<file path="src/rtl/crlf_line_and_counted_data_framer_defines.svh">
// Assertion macros shared by the framer RTL.
// Needs a clock named clk and a reset named rst in the including module.
`ifndef CRLF_LINE_AND_COUNTED_DATA_FRAMER_DEFINES_SVH
`define CRLF_LINE_AND_COUNTED_DATA_FRAMER_DEFINES_SVH

// same-cycle implication
`define CLF_ASSERT_NOW(label, ante, cons, msg) \
  label: assert property (@(posedge clk) disable iff (rst) (ante) |-> (cons)) \
    else $error(msg);

// next-cycle implication
`define CLF_ASSERT_NEXT(label, ante, cons, msg) \
  label: assert property (@(posedge clk) disable iff (rst) (ante) |=> (cons)) \
    else $error(msg);

`endif

</file>
<file path="src/rtl/clf_pkg.sv">
// Types and constants of the CR LF line / counted data framer.
// No dependencies.
package clf_pkg;

  localparam logic [1:0] KIND_BYTE    = 2'd0;
  localparam logic [1:0] KIND_RELEASE = 2'd1;
  localparam logic [1:0] KIND_ARM     = 2'd2;

  localparam logic [1:0] DONE_NONE  = 2'd0;
  localparam logic [1:0] DONE_LINE  = 2'd1;
  localparam logic [1:0] DONE_FRAME = 2'd2;

  localparam logic [7:0] CH_CR = 8'h0D;
  localparam logic [7:0] CH_LF = 8'h0A;

  typedef struct packed {
    logic [1:0] kind;
    logic [7:0] byte_value;
    logic [1:0] buffer_id;
    logic [7:0] data_length;
  } item_t;

  typedef struct packed {
    logic       echo_valid;
    logic [7:0] echo_byte;
    logic       write_valid;
    logic [1:0] write_buffer;
    logic [7:0] write_offset;
    logic [7:0] write_byte;
    logic [1:0] done_kind;
    logic [1:0] done_buffer;
    logic [7:0] done_length;
    logic       dropped;
  } result_t;

endpackage

</file>
<file path="src/rtl/clf_item_if.sv">
// Input channel of the framer: valid/ready plus the item fields.
// No dependencies.
interface clf_item_if;
  logic       valid;
  logic       ready;
  logic [1:0] kind;
  logic [7:0] byte_value;
  logic [1:0] buffer_id;
  logic [7:0] data_length;

  modport source (output valid, kind, byte_value, buffer_id, data_length, input ready);
  modport sink   (input valid, kind, byte_value, buffer_id, data_length, output ready);
endinterface

</file>
<file path="src/rtl/clf_result_if.sv">
// Result channel of the framer: valid/ready plus the result fields.
// No dependencies.
interface clf_result_if;
  logic       valid;
  logic       ready;
  logic       echo_valid;
  logic [7:0] echo_byte;
  logic       write_valid;
  logic [1:0] write_buffer;
  logic [7:0] write_offset;
  logic [7:0] write_byte;
  logic [1:0] done_kind;
  logic [1:0] done_buffer;
  logic [7:0] done_length;
  logic       dropped;

  modport source (output valid, echo_valid, echo_byte, write_valid, write_buffer,
                  write_offset, write_byte, done_kind, done_buffer, done_length,
                  dropped, input ready);
  modport sink   (input valid, echo_valid, echo_byte, write_valid, write_buffer,
                  write_offset, write_byte, done_kind, done_buffer, done_length,
                  dropped, output ready);
endinterface

</file>
<file path="src/rtl/clf_claim.sv">
// Lowest-free-buffer finder over the busy map.
// No dependencies.
module clf_claim #(
  parameter int COUNT = 4,
  parameter int IDX_W = 2
) (
  input  logic [COUNT-1:0] busy,
  output logic             found,
  output logic [IDX_W-1:0] idx
);

  always_comb begin
    found = 1'b0;
    idx   = '0;
    for (int i = COUNT - 1; i >= 0; i--) begin
      if (!busy[i]) begin
        found = 1'b1;
        idx   = IDX_W'(i);
      end
    end
  end

endmodule

</file>
<file path="src/rtl/clf_core.sv">
// Framer state and per-item logic: buffer claim/release, line and frame framing.
// Depends on clf_pkg, clf_claim and the assertion macro header.
`include "crlf_line_and_counted_data_framer_defines.svh"

module clf_core #(
  parameter int BUFFER_BYTES = 256,
  parameter int BUFFER_COUNT = 4
) (
  input  logic            clk,
  input  logic            rst,
  input  logic            step,
  input  clf_pkg::item_t  item,
  input  logic            echo_enable,
  output clf_pkg::result_t res
);

  localparam int IDX_W      = (BUFFER_COUNT > 1) ? $clog2(BUFFER_COUNT) : 1;
  localparam int LINE_LIMIT = (BUFFER_BYTES - 1 > 255) ? 255 : BUFFER_BYTES - 1;
  localparam int OFF_LAST   = BUFFER_BYTES - 1;

  logic [BUFFER_COUNT-1:0] busy_map, busy_map_next;
  logic                    held_valid, held_valid_next;
  logic [IDX_W-1:0]        held_buffer, held_buffer_next;
  logic [7:0]              line_fill, line_fill_next;
  logic [7:0]              previous_byte, previous_byte_next;
  logic [7:0]              frame_length, frame_length_next;
  logic [7:0]              frame_count, frame_count_next;
  logic [7:0]              data_off, data_off_next;

  logic             free_found;
  logic [IDX_W-1:0] free_idx;
  logic [IDX_W-1:0] cur_buf;
  logic [7:0]       fill_inc;
  logic [7:0]       fill_trim;
  logic [7:0]       count_inc;

  clf_claim #(.COUNT(BUFFER_COUNT), .IDX_W(IDX_W)) u_claim (
    .busy  (busy_map),
    .found (free_found),
    .idx   (free_idx)
  );

  always_comb begin
    busy_map_next      = busy_map;
    held_valid_next    = held_valid;
    held_buffer_next   = held_buffer;
    line_fill_next     = line_fill;
    previous_byte_next = previous_byte;
    frame_length_next  = frame_length;
    frame_count_next   = frame_count;
    data_off_next      = data_off;
    res                = '0;
    cur_buf            = held_valid ? held_buffer : free_idx;
    fill_inc           = line_fill + 8'd1;
    fill_trim          = line_fill - 8'd1;
    count_inc          = frame_count + 8'd1;

    case (item.kind)
      clf_pkg::KIND_RELEASE: begin
        if ({3'b000, item.buffer_id} < 5'(BUFFER_COUNT)) begin
          for (int i = 0; i < BUFFER_COUNT; i++) begin
            if (5'(i) == {3'b000, item.buffer_id}) busy_map_next[i] = 1'b0;
          end
        end
      end
      clf_pkg::KIND_ARM: begin
        if (item.data_length != 8'd0) begin
          frame_length_next = item.data_length;
          frame_count_next  = 8'd0;
          data_off_next     = 8'd0;
        end
      end
      clf_pkg::KIND_BYTE: begin
        if (!held_valid && !free_found) begin
          res.dropped = 1'b1;
        end else begin
          if (!held_valid) begin
            for (int i = 0; i < BUFFER_COUNT; i++) begin
              if (IDX_W'(i) == free_idx) busy_map_next[i] = 1'b1;
            end
            held_valid_next  = 1'b1;
            held_buffer_next = free_idx;
          end
          if (frame_length == 8'd0) begin
            // line mode
            res.echo_valid = echo_enable;
            res.echo_byte  = echo_enable ? item.byte_value : 8'd0;
            if (line_fill < 8'(LINE_LIMIT)) begin
              res.write_valid    = 1'b1;
              res.write_buffer   = 2'(cur_buf);
              res.write_offset   = line_fill;
              res.write_byte     = item.byte_value;
              line_fill_next     = fill_inc;
              previous_byte_next = item.byte_value;
              if (line_fill != 8'd0 && previous_byte == clf_pkg::CH_CR &&
                  item.byte_value == clf_pkg::CH_LF) begin
                // CR LF: trim both; post only a non-empty line
                line_fill_next = 8'd0;
                if (fill_trim != 8'd0) begin
                  res.done_kind   = clf_pkg::DONE_LINE;
                  res.done_buffer = 2'(cur_buf);
                  res.done_length = fill_trim;
                  held_valid_next = 1'b0;
                end
              end
            end else begin
              line_fill_next = 8'd0;   // full buffer restarts
            end
          end else begin
            // counted data mode
            res.write_valid  = 1'b1;
            res.write_buffer = 2'(cur_buf);
            res.write_offset = data_off;
            res.write_byte   = item.byte_value;
            frame_count_next = count_inc;
            if ({5'b00000, data_off} == 13'(OFF_LAST) || count_inc == 8'd0) begin
              data_off_next = 8'd0;
            end else begin
              data_off_next = data_off + 8'd1;
            end
            if (count_inc == frame_length) begin
              res.done_kind     = clf_pkg::DONE_FRAME;
              res.done_buffer   = 2'(cur_buf);
              res.done_length   = frame_length;
              held_valid_next   = 1'b0;
              frame_length_next = 8'd0;
              frame_count_next  = 8'd0;
              data_off_next     = 8'd0;
            end
          end
        end
      end
      default: begin
      end
    endcase
  end

  always_ff @(posedge clk) begin
    if (rst) begin
      busy_map      <= '0;
      held_valid    <= 1'b0;
      held_buffer   <= '0;
      line_fill     <= 8'd0;
      previous_byte <= 8'd0;
      frame_length  <= 8'd0;
      frame_count   <= 8'd0;
      data_off      <= 8'd0;
    end else if (step) begin
      busy_map      <= busy_map_next;
      held_valid    <= held_valid_next;
      held_buffer   <= held_buffer_next;
      line_fill     <= line_fill_next;
      previous_byte <= previous_byte_next;
      frame_length  <= frame_length_next;
      frame_count   <= frame_count_next;
      data_off      <= data_off_next;
    end
  end

  `CLF_ASSERT_NOW(a_post_has_write, step && res.done_kind != clf_pkg::DONE_NONE,
    res.write_valid, "posted line or frame without a buffer write")
  `CLF_ASSERT_NOW(a_drop_is_silent, step && res.dropped,
    !res.write_valid && !res.echo_valid, "dropped byte was written or echoed")
  `CLF_ASSERT_NEXT(a_post_hands_over, step && res.done_kind != clf_pkg::DONE_NONE,
    !held_valid, "buffer still held after posting")
  `CLF_ASSERT_NEXT(a_frame_clears, step && res.done_kind == clf_pkg::DONE_FRAME,
    frame_length == 8'd0 && frame_count == 8'd0, "frame state not cleared after post")

endmodule

</file>
<file path="src/rtl/crlf_line_and_counted_data_framer.sv">
// Top level of the CR LF line and counted data framer.
// Depends on clf_pkg, clf_item_if, clf_result_if and clf_core.
//
// Usage:
//   item    - input channel (sink). kind 0 carries a received serial byte,
//             kind 1 frees buffer buffer_id, kind 2 arms counted data mode
//             for data_length raw bytes (zero length is ignored).
//   result  - one result per item: optional echo byte, optional buffer
//             memory write (buffer, offset, byte), a posted line or frame
//             (kind, buffer, length) and a drop flag.
//   cfg_we / cfg_wdata - writes echo_enable; write only while idle.
// Path: an item taken on the item channel is held in the input register,
//   and its result is registered in the result register as soon as that
//   register is free or draining.
// Throughput: one item per cycle while result.ready stays high; the framing
//   state (busy map, fill and frame counters) updates in a single pass as
//   each item leaves the input register.
// Stall: while result.ready is low the result register holds; one more item
//   is taken into the input register, then item.ready drops.
// Reset (rst, synchronous): all buffers free, none held, line mode, counters
//   zero, echo off, both pipeline registers empty.
module crlf_line_and_counted_data_framer #(
  parameter int BUFFER_BYTES = 256,
  parameter int BUFFER_COUNT = 4
) (
  input  logic                clk,
  input  logic                rst,
  clf_item_if.sink            item,
  clf_result_if.source        result,
  input  logic                cfg_we,
  input  logic                cfg_wdata
);

  logic             echo_enable;

  // input register
  logic             s0_valid;
  clf_pkg::item_t   s0_item;

  // result register
  logic             r_valid;
  clf_pkg::result_t r_data;

  clf_pkg::result_t core_res;
  logic             advance;

  // item leaves the input register when the result register is free or draining
  assign advance    = s0_valid && (!r_valid || result.ready);
  assign item.ready = !s0_valid || advance;

  always_ff @(posedge clk) begin
    if (rst) begin
      echo_enable <= 1'b0;
    end else if (cfg_we) begin
      echo_enable <= cfg_wdata;
    end
  end

  always_ff @(posedge clk) begin
    if (rst) begin
      s0_valid <= 1'b0;
    end else if (item.valid && item.ready) begin
      s0_valid <= 1'b1;
    end else if (advance) begin
      s0_valid <= 1'b0;
    end
  end

  always_ff @(posedge clk) begin
    if (item.valid && item.ready) begin
      s0_item.kind        <= item.kind;
      s0_item.byte_value  <= item.byte_value;
      s0_item.buffer_id   <= item.buffer_id;
      s0_item.data_length <= item.data_length;
    end
  end

  clf_core #(
    .BUFFER_BYTES (BUFFER_BYTES),
    .BUFFER_COUNT (BUFFER_COUNT)
  ) u_core (
    .clk         (clk),
    .rst         (rst),
    .step        (advance),
    .item        (s0_item),
    .echo_enable (echo_enable),
    .res         (core_res)
  );

  always_ff @(posedge clk) begin
    if (rst) begin
      r_valid <= 1'b0;
    end else if (advance) begin
      r_valid <= 1'b1;
    end else if (result.ready) begin
      r_valid <= 1'b0;
    end
  end

  always_ff @(posedge clk) begin
    if (advance) begin
      r_data <= core_res;
    end
  end

  assign result.valid        = r_valid;
  assign result.echo_valid   = r_data.echo_valid;
  assign result.echo_byte    = r_data.echo_byte;
  assign result.write_valid  = r_data.write_valid;
  assign result.write_buffer = r_data.write_buffer;
  assign result.write_offset = r_data.write_offset;
  assign result.write_byte   = r_data.write_byte;
  assign result.done_kind    = r_data.done_kind;
  assign result.done_buffer  = r_data.done_buffer;
  assign result.done_length  = r_data.done_length;
  assign result.dropped      = r_data.dropped;

endmodule

</file>
<file path="src/flat_wrapper.sv">
// flat-port wrapper written by rule: the top's interface ports become plain ports
module crlf_line_and_counted_data_framer_flat 
#(
  parameter int BUFFER_BYTES = 256,
  parameter int BUFFER_COUNT = 4
)
  (clk, rst, cfg_we, cfg_wdata, item_valid, item_kind, item_byte_value, item_buffer_id, item_data_length, item_ready, result_valid, result_echo_valid, result_echo_byte, result_write_valid, result_write_buffer, result_write_offset, result_write_byte, result_done_kind, result_done_buffer, result_done_length, result_dropped, result_ready);
  clf_item_if item_i ();
  clf_result_if result_i ();
  input  logic clk;
  input  logic rst;
  input  logic cfg_we;
  input  logic cfg_wdata;
  input wire logic [$bits(item_i.valid)-1:0] item_valid;
  input wire logic [$bits(item_i.kind)-1:0] item_kind;
  input wire logic [$bits(item_i.byte_value)-1:0] item_byte_value;
  input wire logic [$bits(item_i.buffer_id)-1:0] item_buffer_id;
  input wire logic [$bits(item_i.data_length)-1:0] item_data_length;
  output wire logic [$bits(item_i.ready)-1:0] item_ready;
  output wire logic [$bits(result_i.valid)-1:0] result_valid;
  output wire logic [$bits(result_i.echo_valid)-1:0] result_echo_valid;
  output wire logic [$bits(result_i.echo_byte)-1:0] result_echo_byte;
  output wire logic [$bits(result_i.write_valid)-1:0] result_write_valid;
  output wire logic [$bits(result_i.write_buffer)-1:0] result_write_buffer;
  output wire logic [$bits(result_i.write_offset)-1:0] result_write_offset;
  output wire logic [$bits(result_i.write_byte)-1:0] result_write_byte;
  output wire logic [$bits(result_i.done_kind)-1:0] result_done_kind;
  output wire logic [$bits(result_i.done_buffer)-1:0] result_done_buffer;
  output wire logic [$bits(result_i.done_length)-1:0] result_done_length;
  output wire logic [$bits(result_i.dropped)-1:0] result_dropped;
  input wire logic [$bits(result_i.ready)-1:0] result_ready;
  assign item_i.valid = item_valid;
  assign item_i.kind = item_kind;
  assign item_i.byte_value = item_byte_value;
  assign item_i.buffer_id = item_buffer_id;
  assign item_i.data_length = item_data_length;
  assign item_ready = item_i.ready;
  assign result_valid = result_i.valid;
  assign result_echo_valid = result_i.echo_valid;
  assign result_echo_byte = result_i.echo_byte;
  assign result_write_valid = result_i.write_valid;
  assign result_write_buffer = result_i.write_buffer;
  assign result_write_offset = result_i.write_offset;
  assign result_write_byte = result_i.write_byte;
  assign result_done_kind = result_i.done_kind;
  assign result_done_buffer = result_i.done_buffer;
  assign result_done_length = result_i.done_length;
  assign result_dropped = result_i.dropped;
  assign result_i.ready = result_ready;
  crlf_line_and_counted_data_framer #(.BUFFER_BYTES(BUFFER_BYTES), .BUFFER_COUNT(BUFFER_COUNT)) u_core (.clk(clk), .rst(rst), .item(item_i), .result(result_i), .cfg_we(cfg_we), .cfg_wdata(cfg_wdata));
endmodule
</file>
<file path="config.mk">
export PLATFORM = sky130hd
export DESIGN_NAME = crlf_line_and_counted_data_framer_flat
export DESIGN_NICKNAME = d
export VERILOG_FILES = /design/src/rtl/clf_pkg.sv /design/src/rtl/clf_item_if.sv /design/src/rtl/clf_result_if.sv /design/src/rtl/clf_claim.sv /design/src/rtl/clf_core.sv /design/src/rtl/crlf_line_and_counted_data_framer.sv /design/src/flat_wrapper.sv
export VERILOG_INCLUDE_DIRS = /design/src /design/src/rtl
export SDC_FILE = /design/constraint.sdc
export NUM_CORES = 1
export LEC_CHECK = 0
export BUFFER_PORTS_ARGS = -buffer_cell sky130_fd_sc_hd__buf_4
export CAP_MARGIN = 20
export CORE_MARGIN = 1
export CORE_UTILIZATION = 40
export DETAILED_ROUTE_END_ITERATION = 7
export HOLD_SLACK_MARGIN = 0.05
export PLACE_DENSITY_LB_ADDON = 0.12
export REMOVE_ABC_BUFFERS = 1
export SLEW_MARGIN = 20
export SYNTH_ARGS = -nofsm -noshare
export SYNTH_HDL_FRONTEND = slang
export SYNTH_SLANG_ARGS = --single-unit
export TNS_END_PERCENT = 100
</file>
<file path="constraint.sdc">
create_clock -name clk -period 2.54 [get_ports clk]
set_input_delay 0.254 -clock clk [delete_from_list [all_inputs] [get_ports clk]]
set_output_delay 0.254 -clock clk [all_outputs]
set_load 0.02 [all_outputs]
</file>
==> flow_summary.json, run 1 <==
{
  "r2r_slack_ns": 0.16,
  "critPathKind": "reg -> reg",
  "grt_overflow": 0,
  "final_common_cell": "buf_4",
  "clk_path_buf_depth": 2,
  "cp_max_fo": 4,
  "layout.cells.most_common_list": "108 x buf_4, 61 x edfxtp_1, 56 x nor2_1",
  "drc": 0,
  "multi_input_area_um2": 2200,
  "die_w_um": 116,
  "ir_worst_vdd_v": 0.000301,
  "r2r_end": "u_core.result.done_length[0]",
  "setup_viol": 0,
  "setup_slack_ns": 0.157,
  "grt_use_met1_pct": 26.8,
  "use_met2_pct": 31.6,
  "fin_nets": 619,
  "clock-sinks": 111,
  "p_int_mw": 2.85,
  "core_um2": 12600,
  "seq_power_share_pct": 53.1,
  "place_ws_ns": 0.0827,
  "n_antenna_cell": 0,
  "fmax_ghz": 0.420,
  "cts_buffers": 9,
  "min_path_type": "in -> reg",
  "synthArstFlopShare_pct": 0,
  "synth_area_um2": 5170,
  "wire_per_inst_um": 16.4,
  "clkSlewWorstSetupHoldPaths_ns": 0.08,
  "clock_power_share_pct": 38.6,
  "final_cells": 763,
  "grtUsageTotal_pct": 19.9,
  "combPwrFrac_pct": 8.3,
  "ios": 69,
  "initial_core_util_pct": 41.0,
  "busiest_layer": "met2",
  "finalCritPeriodShare_pct": 93.8,
  "status": "completed",
  "grtUsageMet3_pct": 3.87,
  "avgViaCountPerCell": 5.42,
  "crit_path_start_kind": "flop",
  "crit_arrival_ns": 2.50,
  "crit_path_start": "u_core.u_core.line_fill[3]",
  "tightest_slew_ns": 0.654,
  "dieArea_um2": 13400,
  "rsz0062_at_grt": "no",
  "largest-register": "u_core.s0_item",
  "antenna_left": 0,
  "p_leak_nw": 2.36,
  "period_needed_ns": 2.38,
  "clock_latency_ns": 0.36,
  "cts_tree": "done",
  "synth_cell_types": 60,
  "dp_hpwl_mm": 9.10,
  "hold_viol_final": 0,
  "synth.top_cells.by_area": "edfxtp_1 35%, dfxtp_1 19%, nor2_1 4.1%, a21oi_1 3.5%, and2_1 2.5%",
  "grt_pass1_wl_mm": 20.2,
  "first_global_vias": 3903,
  "area_delta_synth_final_pct": 24.0,
  "rr_worst_depth": 7,
  "antenna_found_initial": 0,
  "largest_register_ffs": 20,
  "yosysTopAreaCell": "edfxtp_1",
  "vias": 4139,
  "netlist_instances": 493,
  "ys_seq_area_share_pct": 54.8,
  "netSwitchingFraction_pct": 23.8,
  "placed_cells": 747,
  "synth-main-ff-cell": "edfxtp_1",
  "max_cap_viol_count": 0,
  "htreeDepth": 3,
  "crit_end": "u_core.result.done_length[0]",
  "grt_max_degree": 47,
  "pwr_density_cell_nw_per_um2": 584,
  "firstDrtPassIters": 5,
  "seqCellArea_um2": 2830,
  "rr_startpoint": "u_core.u_core.line_fill[3]",
  "routed_wl_mm": 12.5,
  "rows": 41,
  "routabilityCongestion": 0.837,
  "worst_slew_margin_rel_pct": 56.3,
  "skew_ns": 0.0108,
  "synth-seq-cells": 111,
  "drive_above_1_share_pct": 22.8,
  "ys_warn_count": 0,
  "crit_required_ns": 2.66,
  "drv_slew": 0,
  "yosys.area.top_type_share_pct": 35.4,
  "die_h_um": 116,
  "synth-edff-count": 61,
  "numPortBuffers": 68,
  "fillers": 1167,
  "drtIter0Drc": 270,
  "avgSynthCellArea_um2": 10.5,
  "power_switching_uw": 891,
  "clockRootBuffer": "clkbuf_16",
  "end_kind": "flop"
}
metal layers:
metal,wire [µm],share of wire (%)
met1,5810,46
met2,5780,46
met3,647,5.2
met4,265,2.1
met5,0,0
cells by family (layout without fill, tap and decap cells):
| group | after synthesis | after routing | share of synthesized area [%] |
|---|---|---|---|
| simple gates | 189 | 189 | 19.9 |
| compound gates | 119 | 119 | 15.7 |
| flops | 111 | 111 | 54.8 |
| buf+inv | 40 | 138 | 3.17 |
| xor+xnor | 18 | 18 | 3.05 |
| mux | 9 | 9 | 1.74 |
| fa+ha+maj | 7 | 7 | 1.69 |
repair_timing:
action,in CTS,in global routing
setup buffers,0,0
resized for setup,0,4
hold buffers,0,0
setup endpoints to repair,0,13
cells in the mapped netlist (all sizes together) (4+ instances only):
library cell  number
a31oi              5
nor4               7
edfxtp            61
a22o              10
dfxtp             50
nor2b              5
o2111ai            8
clkbuf            19
mux2i              9
xor2              11
or4                8
a21oi             36
nor3               7
nand4              7
inv               14
and3              10
o21ai             22
nor3b              8
a211oi             7
and2              21
xnor2              7
nand2             30
nand3             12
buf                7
ha                 7
nor2              57
o22ai              4
worst min path at each step:
stage	startpoint	end	slack, ns	cells after the start
6_report	item_byte_value[0]	u_core.s0_item[10]	0.07	1
5_1_grt	item_byte_value[2]	u_core.s0_item[12]	0.06	1
3_3_place_gp	item_data_length[1]	u_core.s0_item[1]	0.43	1
2_1_floorplan	rst	u_core.u_core.data_off[0]	0.32	1
3_5_place_dp	item_byte_value[1]	u_core.s0_item[11]	0.43	1
4_1_cts	item_byte_value[1]	u_core.s0_item[11]	0.06	1
power groups by stage:
| stage | sequential [mW] | combinational, mW | clock (mW) |
|---|---|---|---|
| after global routing | 2.00 | 0.340 | 1.54 |
| after CTS | 1.99 | 0.311 | 1.47 |
| after global placement | 2.03 | 0.308 | 0 |
| final | 1.99 | 0.311 | 1.44 |
| after floorplan | 2.06 | 0.115 | 0 |
| after detailed placement | 2.03 | 0.310 | 0 |
through the flow:
step	hold slack, ns	util (%)	power (mW)	area (µm²)	TNS, ns
after floorplan	0.323	-	2.18	5060	-7.46
after global placement	0.432	48.3	2.34	6090	0
after detailed placement	0.433	48.3	2.34	6090	0
after CTS	0.0574	50.7	3.77	6390	0
after global routing	0.0554	50.8	3.88	6410	0
final	0.0653	50.8	3.74	6410	0
cell type report:
class | count | area share (%)
Multi-Input combinational cell | 342 | 34.3
Sequential cell | 111 | 44.2
Inverter | 14 | 0.819
Timing Repair Buffer | 108 | 12.6
Tap cell | 172 | 3.36
Clock inverter | 6 | 1.11
Clock buffer | 10 | 3.57
worst max-delay path: stages, from the launching register on:
cell,delay [ns]
dfxtp_1,0.31
or4_1,0.57
nor4_2,0.18
xor2_1,0.13
or4_1,0.59
nand3_2,0.14
a2bb2oi_1,0.17
nor2_1,0.05
Note: power is estimated with default switching activity, not from simulation.
==> inputs of run 2 (changes only) <==
PLACE_DENSITY = 0.59   (was unset)
PLACE_DENSITY_LB_ADDON = unset   (was 0.12)
==> flow_summary.json, run 2 (synthesized netlist as in run 1, its figures left out) <==
{
  "n_antenna_cell": 0,
  "rsz0062_at_grt": "no",
  "fmax_ghz": 0.418,
  "path_cells": "or4_1, or2_1, nor4_4, o21ai_4, or3_1, a21oi_1",
  "place_area_um2": 6090,
  "layout.cells.most_common_list": "108 x buf_4, 61 x edfxtp_1, 56 x nor2_1",
  "total_power_mw": 3.78,
  "clock_latency_ns": 0.37,
  "drc": 0,
  "cp_slowest_stage_delay_ns": 0.53,
  "worst_slew_margin_rel_pct": 61.9,
  "period_needed_ns": 2.39,
  "clock-sinks": 111,
  "antenna_found_initial": 0,
  "avgViaCountPerCell": 5.42,
  "cts_tree": "done",
  "clock_power_share_pct": 39.0,
  "combPwrFrac_pct": 8.4,
  "dieArea_um2": 13400,
  "clk_path_buf_depth": 2,
  "cts_buffers": 9,
  "min_path_type": "in -> reg",
  "die_w_um": 116,
  "grt_max_degree": 47,
  "first_global_vias": 3958,
  "pwr_density_cell_nw_per_um2": 581,
  "netSwitchingFraction_pct": 25.9,
  "grtUsageTotal_pct": 19.8,
  "r2r_slack_ns": 0.15,
  "status": "completed",
  "dp_hpwl_mm": 8.93,
  "skew_ns": 0.0111,
  "drive_above_1_share_pct": 22.9,
  "fillers": 1191,
  "crit_required_ns": 2.83,
  "cts_setup_buffers": 0,
  "die_h_um": 116,
  "cp_max_fo": 10,
  "crit_slowest_cell": "or4_1",
  "crit_path_start_kind": "flop",
  "crit_arrival_ns": 2.69,
  "numPortBuffers": 68,
  "crit_path_start": "u_core.u_core.frame_length[5]",
  "core_um2": 12600,
  "tightest_slew_ns": 0.571,
  "routed_wl_mm": 12.6,
  "fin_area_um2": 6510,
  "grt_overflow": 0,
  "rr_worst_depth": 6,
  "vias": 4175,
  "drtIter0Drc": 179,
  "p_int_mw": 2.80,
  "end_kind": "flop",
  "max_cap_viol_count": 0,
  "final_cells": 770,
  "p_leak_nw": 2.41,
  "largest-register": "u_core.s0_item",
  "power_switching_uw": 978,
  "placed_cells": 747,
  "firstDrtPassIters": 7,
  "wire_per_inst_um": 16.3,
  "clkSlewWorstSetupHoldPaths_ns": 0.09,
  "area_delta_synth_final_pct": 25.9,
  "seq_power_share_pct": 52.6,
  "grt_pass1_wl_mm": 20.1,
  "hold_viol_final": 0,
  "clockRootBuffer": "clkbuf_16",
  "rr_startpoint": "u_core.u_core.frame_length[5]",
  "drv_slew": 0,
  "crit_end": "u_core.u_core.line_fill[7]",
  "finalCritPeriodShare_pct": 94.3,
  "ir_worst_vdd_v": 0.000451,
  "final_common_cell": "buf_4",
  "r2r_end": "u_core.u_core.line_fill[7]",
  "place_ws_ns": 0.0672,
  "setup_slack_ns": 0.146,
  "rows": 41,
  "fin_nets": 626,
  "ios": 69,
  "htreeDepth": 3,
  "initial_core_util_pct": 41.0,
  "routabilityCongestion": 0.885,
  "antenna_left": 0,
  "setup_viol": 0,
  "critPathKind": "reg -> reg",
  "largest_register_ffs": 20
}
==> run 2: cell types whose count changed in the layout (fill, tap and decap cells not counted), sizes merged <==
cell	before	now
dlygate4sd3	0	7
clkinv	2	5
clkinvlp	2	0
bufinv	1	0
clkbuf	10	9
inv	15	16
==> run 2: area by class of cell <==
type / instances / area [µm²] / area share (%)
flip-flops and latches: 111 / 2830 / 43.5
multi-input cells: 342 / 2200 / 33.9
repair buffers: 115 / 881 / 13.5
clock buffers: 9 / 225 / 3.46
well taps: 172 / 215 / 3.31
clock inverters: 7 / 98.8 / 1.52
inverters: 14 / 52.6 / 0.807
==> run 2: worst max-delay path: cells and delay by family (launching register included) <==
family | cells | cell delay, ns
DFF | 1 | 0.41
and+or+nand+nor | 4 | 1.60
AOI/OAI and AO/OA | 2 | 0.31
==> run 2: through the flow <==
stage,hold WS [ns],utilization [%],TNS (ns)
after global routing,0.0551,51.6,0
after global placement,0.432,48.3,0
after detailed placement,0.433,48.3,0
final,0.0601,51.6,0
after CTS,0.0503,51.4,0
after floorplan,0.323,-,-7.46
==> run 2: worst min path at each step <==
stage,slack (ns),from,to,cells after the start
2_1_floorplan,0.32,rst,u_core.u_core.data_off[0],1
3_3_place_gp,0.43,item_byte_value[7],u_core.s0_item[17],1
3_5_place_dp,0.43,item_byte_value[3],u_core.s0_item[13],1
4_1_cts,0.05,item_byte_value[5],u_core.s0_item[15],1
5_1_grt,0.06,item_buffer_id[1],u_core.s0_item[9],1
6_report,0.06,item_byte_value[5],u_core.s0_item[15],1
==> run 2: power by group through the flow <==
| stage | clock network [mW] | logic, mW | registers, mW |
|---|---|---|---|
| floorplan | 0 | 0.115 | 2.06 |
| global placement | 0 | 0.302 | 2.03 |
| detailed placement | 0 | 0.306 | 2.03 |
| CTS | 1.52 | 0.316 | 1.99 |
| global route | 1.57 | 0.345 | 2.00 |
| finish | 1.47 | 0.317 | 1.99 |
==> run 2: per-layer routing <==
| layer | wire length [µm] | vias up | GRT usage (%) | part of all wire [%] |
|---|---|---|---|---|
| met5 | 0 | - | 0 | 0 |
| met4 | 389 | 0 | 10.7 | 3.1 |
| met3 | 636 | 25 | 3.61 | 5.1 |
| met2 | 5880 | 127 | 31.6 | 47 |
| met1 | 5680 | 1975 | 25.7 | 45 |
| li1 | - | 2048 | - | - |
==> run 2: repair_timing <==
action                                  CTS  global route
endpoints found under the setup margin    0            12
resized for setup                         0             5
hold endpoints to repair                  7             0
hold buffers                              7             0
==> inputs of run 3 (changes only) <==
CTS_CLUSTER_SIZE = 12   (was unset)
MAX_ROUTING_LAYER = met4   (was unset)
PLACE_DENSITY = 0.61   (was 0.59)
==> flow_summary.json, run 3 (synthesized netlist as in run 1, its figures left out) <==
{
  "fillers": 1172,
  "final_cells": 767,
  "avgViaCountPerCell": 5.44,
  "fin_util_pct": 51.2,
  "cp_top_family": "simple AND/OR/NAND/NOR gates",
  "grt_overflow": 0,
  "crit_slowest_cell": "a2111o_1",
  "critPathKind": "reg -> reg",
  "r2r_end": "u_core.u_core.frame_count[7]",
  "period_needed_ns": 2.43,
  "cts_tree": "done",
  "dieArea_um2": 13400,
  "clock-sinks": 111,
  "grt_pass1_wl_mm": 20.6,
  "worst_slew_margin_rel_pct": 61.3,
  "status": "completed",
  "holdPathEnd": "u_core.s0_item[16]",
  "firstDrtPassIters": 5,
  "layout.cells.most_common_list": "109 x buf_4, 61 x edfxtp_1, 56 x nor2_1",
  "antenna_left": 0,
  "skew_ns": 0.0118,
  "fmax_ghz": 0.412,
  "initial_core_util_pct": 41.0,
  "busiest_layer": "met2",
  "path_depth": 8,
  "core_um2": 12600,
  "power_switching_uw": 950,
  "multi_input_area_um2": 2220,
  "finalCritPeriodShare_pct": 95.6,
  "rr_worst_depth": 8,
  "clk_path_buf_depth": 2,
  "antenna_found_initial": 0,
  "holdPathStages": 1,
  "crit_required_ns": 2.83,
  "htreeDepth": 3,
  "dp_hpwl_mm": 9.15,
  "max_cap_viol_count": 0,
  "place_ws_ns": 0.0947,
  "min_path_type": "in -> reg",
  "path_cells": "ha_4, nand3_1, or3_1, nand4_1, nand2_1, a2111o_1, or4_1, o21ai_1",
  "drv_slew": 0,
  "combPwrFrac_pct": 8.4,
  "clock_latency_ns": 0.36,
  "crit_path_start": "u_core.u_core.frame_count[1]",
  "numPortBuffers": 68,
  "use_met2_pct": 31.5,
  "final_common_cell": "buf_4",
  "grt_use_met1_pct": 27.2,
  "seq_power_share_pct": 53.3,
  "grtUsageTotal_pct": 20.9,
  "cts_setup_buffers": 0,
  "routabilityCongestion": 0.869,
  "pwr_density_cell_nw_per_um2": 577,
  "rows": 41,
  "grt_max_degree": 47,
  "placed_cells": 748,
  "end_kind": "flop",
  "crit_path_start_kind": "flop",
  "n_antenna_cell": 0,
  "netSwitchingFraction_pct": 25.5,
  "largest_register_ffs": 20,
  "setup_tns_ns": 0,
  "p_leak_nw": 2.39,
  "clock_power_share_pct": 38.2,
  "p_int_mw": 2.78,
  "hold_viol_final": 0,
  "wire_per_inst_um": 16.7,
  "largest-register": "u_core.s0_item",
  "first_global_vias": 4072,
  "r2r_slack_ns": 0.11,
  "cp_slowest_stage_delay_ns": 0.50,
  "cts_buffers": 9,
  "clkSlewWorstSetupHoldPaths_ns": 0.08,
  "vias": 4175,
  "drc": 0,
  "worstHoldStart": "item_byte_value[6]",
  "die_w_um": 116,
  "crit_arrival_ns": 2.72,
  "die_h_um": 116,
  "rr_startpoint": "u_core.u_core.frame_count[1]",
  "rsz0062_at_grt": "no",
  "routed_wl_mm": 12.8,
  "clockRootBuffer": "clkbuf_16",
  "seqCellArea_um2": 2830,
  "fin_nets": 623,
  "area_delta_synth_final_pct": 25.0,
  "cp_max_fo": 6,
  "drtIter0Drc": 255,
  "setup_viol": 0,
  "tightest_slew_ns": 0.576,
  "ir_worst_vdd_v": 0.000420,
  "drive_above_1_share_pct": 23.4,
  "setup_slack_ns": 0.111,
  "ios": 69,
  "total_power_mw": 3.73,
  "grtUsageMet3_pct": 3.77,
  "cp_num_buf_inv": 0
}
run 3: worst max path at each step:
stage	slack [ns]	endpoint
5_1_grt	0.009	u_core.u_core.frame_count[7]
3_5_place_dp	0.09	u_core.result.done_length[0]
2_1_floorplan	-0.58	u_core.u_core.data_off[5]
4_1_cts	0.08	u_core.result.done_length[0]
3_3_place_gp	0.09	u_core.result.done_length[0]
6_report	0.11	u_core.u_core.frame_count[7]
run 3: layout make-up:
| type | count | share of cell area, % |
|---|---|---|
| clock buffers | 9 | 3.48 |
| clock inverters | 7 | 1.08 |
| inverters | 14 | 0.813 |
| multi-input cells | 342 | 34.3 |
| flip-flops and latches | 111 | 43.8 |
| well taps | 172 | 3.33 |
| repair buffers | 112 | 13.1 |
run 3: repair_timing:
item / CTS / global route
endpoints found under the hold margin: 0 / 3
hold buffers: 0 / 3
endpoints found under the setup margin: 0 / 19
gates resized for setup: 0 / 8
run 3: metal layers:
metal,vias to the layer above,part of all wire (%)
met3,24,4.8
li1,2037,-
met4,0,2.6
met5,-,0
met1,1992,46
met2,122,47
run 3: power by group through the flow:
stage | combinational, mW | sequential, mW | clock, mW
2_1_floorplan | 0.115 | 2.06 | 0
3_3_place_gp | 0.304 | 2.03 | 0
3_5_place_dp | 0.311 | 2.03 | 0
4_1_cts | 0.311 | 1.99 | 1.46
5_1_grt | 0.343 | 2.00 | 1.53
6_report | 0.315 | 1.99 | 1.43
run 3: per-stage QoR:
step / hold slack [ns] / instance area, µm²
2_1_floorplan: 0.323 / 5060
3_3_place_gp: 0.432 / 6100
3_5_place_dp: 0.433 / 6100
4_1_cts: 0.0507 / 6400
5_1_grt: 0.0511 / 6460
6_report: 0.0642 / 6460
